[src/rtl/assert_macros.svh]
// Assertion macros shared by the RTL. Each use sits on a line of its own.
`ifndef ASSERT_MACROS_SVH
`define ASSERT_MACROS_SVH

// A plain property, checked at every rising edge outside reset.
`define TUN_ASSERT(lbl, prop) \
	lbl: assert property (@(posedge clk) disable iff (!arst_n) (prop)) \
		else $error("tun assertion failed");

// An implication in the same cycle.
`define TUN_ASSERT_IMP(lbl, ante, cons) \
	lbl: assert property (@(posedge clk) disable iff (!arst_n) (ante) |-> (cons)) \
		else $error("tun implication failed");

`endif

[src/rtl/tun_pkg.sv]
package tun_pkg;

	localparam int COORD_WIDTH      = 16;
	localparam int NORMAL_FRAC_BITS = 14;
	localparam int EDGE_W  = COORD_WIDTH + 1;
	localparam int PROD_W  = 2 * EDGE_W;
	localparam int CROSS_W = PROD_W + 1;
	localparam int MAG_W   = CROSS_W - 1;
	localparam int SQ_W    = 2 * MAG_W;
	localparam int SUM_W   = SQ_W + 2;
	localparam int ROOT_W  = SUM_W / 2;
	localparam int REM_W   = ROOT_W + 2;
	localparam int DREM_W  = ROOT_W + 1;
	localparam int QUOT_W  = NORMAL_FRAC_BITS + 1;
	localparam int OUT_W   = NORMAL_FRAC_BITS + 2;
	localparam logic signed [OUT_W-1:0] LIMIT = OUT_W'(1) <<< NORMAL_FRAC_BITS;

	typedef struct packed {
		logic signed [COORD_WIDTH-1:0] p1_x;
		logic signed [COORD_WIDTH-1:0] p1_y;
		logic signed [COORD_WIDTH-1:0] p1_z;
		logic signed [COORD_WIDTH-1:0] p2_x;
		logic signed [COORD_WIDTH-1:0] p2_y;
		logic signed [COORD_WIDTH-1:0] p2_z;
		logic signed [COORD_WIDTH-1:0] p3_x;
		logic signed [COORD_WIDTH-1:0] p3_y;
		logic signed [COORD_WIDTH-1:0] p3_z;
	} in_t;

	typedef struct packed {
		logic signed [OUT_W-1:0] normal_x;
		logic signed [OUT_W-1:0] normal_y;
		logic signed [OUT_W-1:0] normal_z;
		logic                    degenerate;
	} out_t;

	// Per-component magnitudes and signs that ride alongside the root.
	typedef struct packed {
		logic [2:0][MAG_W-1:0] mag;
		logic [2:0]            neg;
		logic                  degen;
	} side_t;

	typedef struct packed {
		logic signed [OUT_W-1:0] value;
		logic                    zero;
	} lane_t;

endpackage

[src/rtl/tun_div.sv]
module tun_div (
	input  logic                       clk,
	input  logic                       arst_n,
	input  logic                       en,
	input  logic                       in_valid,
	input  logic [tun_pkg::ROOT_W-1:0] root,
	input  logic [tun_pkg::MAG_W-1:0]  mag,
	input  logic                       neg,
	input  logic                       zero,
	output logic                       out_valid,
	output tun_pkg::lane_t             lane
);
	import tun_pkg::*;

	// The magnitude never exceeds the root, so the first quotient bit is the
	// only one that can weigh in at one whole unit.
	logic              v_s    [0:QUOT_W];
	logic [DREM_W-1:0] rem_s  [0:QUOT_W];
	logic [QUOT_W-1:0] q_s    [0:QUOT_W];
	logic [ROOT_W-1:0] d_s    [0:QUOT_W];
	logic              neg_s  [0:QUOT_W];
	logic              zero_s [0:QUOT_W];
	logic              v_q;
	lane_t             lane_q;

	assign v_s[0]    = in_valid;
	assign rem_s[0]  = DREM_W'(mag);
	assign q_s[0]    = '0;
	assign d_s[0]    = root;
	assign neg_s[0]  = neg;
	assign zero_s[0] = zero;

	for (genvar j = 0; j < QUOT_W; j++) begin : g_stage
		logic [DREM_W-1:0] rem_x;
		logic              ge;

		always_comb begin
			if (j == 0) begin
				rem_x = rem_s[j];
			end else begin
				rem_x = {rem_s[j][DREM_W-2:0], 1'b0};
			end
			ge = rem_x >= DREM_W'(d_s[j]);
		end

		always_ff @(posedge clk or negedge arst_n) begin
			if (!arst_n) begin
				v_s[j+1] <= 1'b0;
			end else if (en) begin
				v_s[j+1] <= v_s[j];
			end
		end

		always_ff @(posedge clk) begin
			if (en) begin
				rem_s[j+1]  <= ge ? rem_x - DREM_W'(d_s[j]) : rem_x;
				q_s[j+1]    <= {q_s[j][QUOT_W-2:0], ge};
				d_s[j+1]    <= d_s[j];
				neg_s[j+1]  <= neg_s[j];
				zero_s[j+1] <= zero_s[j];
			end
		end
	end

	always_ff @(posedge clk or negedge arst_n) begin
		if (!arst_n) begin
			v_q <= 1'b0;
		end else if (en) begin
			v_q <= v_s[QUOT_W];
		end
	end

	always_ff @(posedge clk) begin
		if (en) begin
			lane_q.zero <= zero_s[QUOT_W];
			if (zero_s[QUOT_W]) begin
				lane_q.value <= '0;
			end else if (neg_s[QUOT_W]) begin
				lane_q.value <= -$signed(OUT_W'(q_s[QUOT_W]));
			end else begin
				lane_q.value <= $signed(OUT_W'(q_s[QUOT_W]));
			end
		end
	end

	assign out_valid = v_q;
	assign lane      = lane_q;

endmodule

[config.mk]
export PLATFORM = sky130hd
export DESIGN_NAME = tun_div
export DESIGN_NICKNAME = d
export VERILOG_FILES = /design/src/rtl/assert_macros.svh /design/src/rtl/tun_pkg.sv /design/src/rtl/tun_div.sv
export SDC_FILE = /design/constraint.sdc
export NUM_CORES = 2
export LEC_CHECK = 0
export BUFFER_PORTS_ARGS = -buffer_cell sky130_fd_sc_hd__buf_2
export CAP_MARGIN = 20
export CORE_ASPECT_RATIO = 1.2
export CORE_MARGIN = 2
export CORE_UTILIZATION = 23
export CTS_CLUSTER_DIAMETER = 100
export DETAILED_ROUTE_END_ITERATION = 16
export GPL_TIMING_DRIVEN = 0
export HOLD_SLACK_MARGIN = 0.06
export PLACE_DENSITY = 0.33
export SLEW_MARGIN = 20
export SYNTH_ARGS = -nofsm -noshare
export SYNTH_HDL_FRONTEND = slang
export SYNTH_SLANG_ARGS = --single-unit
[constraint.sdc]
create_clock -name clk -period 4.1 [get_ports clk]
set_clock_uncertainty 0.2 [all_clocks]
set_input_delay 0.205 -clock clk [delete_from_list [all_inputs] [get_ports clk]]
set_output_delay 0.205 -clock clk [all_outputs]
set_load 0.03 [all_outputs]
==> reports/results.txt <==
leakage power = 32.66 nW
synth-to-layout area growth = 20.26%
cell accounting for the most synthesized area = edfxtp_1
Syn Nets = 6873
Synth Register Bits = 1163
Place WS = -2.061 ns
Synth Flop Type = edfxtp_1
CP Max Fanout = 7
Power Internal = 37.70 mW
CTS Buffer Depth = 4
synth warn = 0
FF-to-FF Start = g_stage[6].rem_x[16]$_DFFE_PP_
Num CTS Buffers = 160
post-synthesis sequential area ratio = 51.39%
setup ws final = 0.03021 ns
CTS sink count = 1163
crit share post-route = 99.26%
largest net degree at the start of global routing = 139
Synth top area share = 50.80%
Synth cell types = 99
layout cell share with drive strength beyond 1 = 11.26%
drt total wl = 201400 um
Crit-path slowest cell = a21oi_1
crit-path max cell delay = 0.60 ns
final setup vio count = 0
Die Span Y = 598.8 um
Critical Path Sink Type = flip-flop
Vias/cell = 4.400
Synth Area per Inst = 10.83 um2
minimum clock period = 4.070 ns
ranking of synthesized cells by area = edfxtp_1, ha_1, a21oi_1
DIE WIDTH = 499.7 um
routed len/inst = 18.86 um
fmax = 0.2457 GHz
first drt pass iteration count = 5
Synth top cells by count = edfxtp_1, inv_1, a21oi_1, ha_1, nand2_1
core region area = 0.2935 mm2
fin. max-slew vios = 0
GRT overflow = 0
Clock Latency Late Sink = 0.83 ns
RR Endpoint = g_stage[7].rem_x[34]$_DFFE_PP_
worst slew pin tran = 0.8031 ns
vias = 46990
Rows = 218
switching power share of the total = 39.76%
worst hold path depth = 1
status = complete, but fails checks
H-tree Lvls = 4
power per standard cell area = 767.6 mW/mm2
Hold Fails Final Rpt = 6
max-cap viol count = 0
Worst Setup Start Kind = flip-flop
worst hold slack = -0.5754 ns
worst reg-to-reg path cell count = 13
critical-path cell list = ha_1 -> clkbuf_1 -> nand4_1 -> inv_1 -> nand4_1 -> a21oi_1 -> o221a_2 -> o21ai_1 -> a21boi_0 -> or4_1 -> a31oi_1 -> xor2_1 -> o21ai_0
Clock Pin Slew Worst Setup and Hold Paths = 0.05 ns
Final ANT Viol Nets = 0
Initial Util = 23.10%
Remaining DRCs = 0
hpwl dp = 160100 um
clock root buffer = clkbuf_16
Syn Inst Count = 6260
Slew HR = 45.70%
RD Place Congestion = 0.8663
Post-Syn Area = 0.06781 mm2
I/O pin count = 93
Max VDD drop = 0.3018 mV
Clock Power Share = 21.1%
total die area = 0.2992 mm2
initial antenna violation count = 1
Worst Path Arrival = 4.44 ns
Comb power frac = 48.2%
R2R Setup Slk = 0.03 ns
most instantiated library cell after synthesis = edfxtp_1
Min-Delay Path Class = input pin to flip-flop
sequential fraction of design power = 30.7%
ys async rst share = 1.376%
family with the most delay on the worst path = compound AO/OA/AOI/OAI gates
hold_sp = root[3]
CTS tree = built
Post-synth EDFFs = 1147
Post-layout nets = 7329
vias in the first global route = 51450
end of the worst hold path = d_s[493]$_DFFE_PP_
failing checks = hold timing
I/O Buffers = 92
cell mode on critical path = nand4_1
total track usage = 13.33%
Req. time, crit path = 4.47 ns
first-pass GRT wire length = 304200 um
switching pwr = 24.89 mW
type of the worst setup path = flip-flop to flip-flop
Fill cells = 30580
DRT iter0 DRCs = 2023
critical path buffer and inverter count = 2
[cells by family after synthesis]
| kind of cell | after synthesis | share of synthesized area (%) |
|---|---|---|
| compound gates | 1802 | 16.58 |
| simple gates | 1390 | 9.608 |
| buf+inv | 804 | 4.622 |
| fa+ha+maj | 538 | 10.08 |
| mux | 117 | 1.960 |
| xor+xnor | 446 | 5.761 |
| flops | 1163 | 51.39 |
[stage by stage]
stage	std cells	util (%)	TNS, ns	total power, mW	instance area [um2]
CTS	10670	27.61	0	63.13	81040
finish	10680	27.78	0	62.59	81540
floorplan	6260	-	0	38.41	67810
global route	10680	27.78	-0.0006293	67.14	81540
global placement	10200	24.90	-	48.14	73080
detailed placement	10210	25.01	-479.68	47.61	73400
[how the worst max path moves through the flow]
stage | from | to | slack, ns | depth (start not counted)
CTS | g_stage[12].rem_x[1]$_SDFFCE_PN0P_ | g_stage[13].rem_x[34]$_DFFE_PP_ | 0.003 | 12
global route | d_s[140]$_DFFE_PP_ | g_stage[12].rem_x[16]$_DFFE_PP_ | -0.0006 | 16
floorplan | d_s[385]$_DFFE_PP_ | g_stage[5].rem_x[13]$_DFFE_PP_ | 0.48 | 13
detailed placement | d_s[455]$_DFFE_PP_ | g_stage[3].rem_x[29]$_DFFE_PP_ | -2.06 | 13
finish | g_stage[6].rem_x[16]$_DFFE_PP_ | g_stage[7].rem_x[34]$_DFFE_PP_ | 0.03 | 13
global placement | en | q_s[210]$_DFFE_PP_ | -16.70 | 1
[cell type report]
class,count,area (um2),area share [%]
inverter,636,2392,2.934
clock buffer,193,4192,5.140
sequential,1163,34840,42.73
multi-input combinational,4293,30870,37.85
buffer,154,983.4,1.206
clock inverter,82,679.4,0.8332
tap,3850,4817,5.908
timing repair buffer,308,2764,3.390
antenna,1,2.502,0.003069
[layout by cell type (no fill, tap or decap), types with 75 or more instances in the layout]
cell,n
inv_1,630
a21o_1,258
mux2_2,105
nand4_1,82
o21ai_0,445
clkbuf_16,163
clkbuf_1,97
o21bai_1,86
dlygate4sd3_1,140
ha_1,509
nor2_1,340
buf_2,105
nand2_1,505
xnor2_1,234
buf_4,75
nand3_1,76
xor2_1,212
a21oi_1,552
edfxtp_1,1147
[power by group through the flow]
stage / combinational [mW] / clock (mW) / sequential [mW]
after floorplan: 19.7 / 0 / 18.7
after global placement: 28.2 / 0 / 20.0
after detailed placement: 28.1 / 0 / 19.5
after CTS: 30.0 / 13.9 / 19.3
after global routing: 33.3 / 14.3 / 19.6
final: 30.1 / 13.2 / 19.2
[flip-flops by register name, summed over array words and instances, names as in the netlist]
name and flops:
g_stage.rem_x 490, out_valid 1, lane 17, v_s 15, neg_s 15, d_s 490
zero_s 15, q_s 120
[routing by layer]
layer	vias to the layer above	global-route usage, %	part of all wire, %
met5	-	0	0
met4	0	9.091	8.0
met3	507	1.677	2.4
met2	746	28.13	57
met1	22010	11.15	32
li1	23720	-	-
[timing repair]
action / in CTS / in global routing
resized for setup: 234 / 80
setup endpoints to repair: 465 / 328
hold endpoints to repair: 229 / 8
setup buffers: 48 / 16
gates cloned: 1 / 0
pin swaps: 43 / 35
hold buffers: 136 / 4
Power figures use the tool's default switching activity.
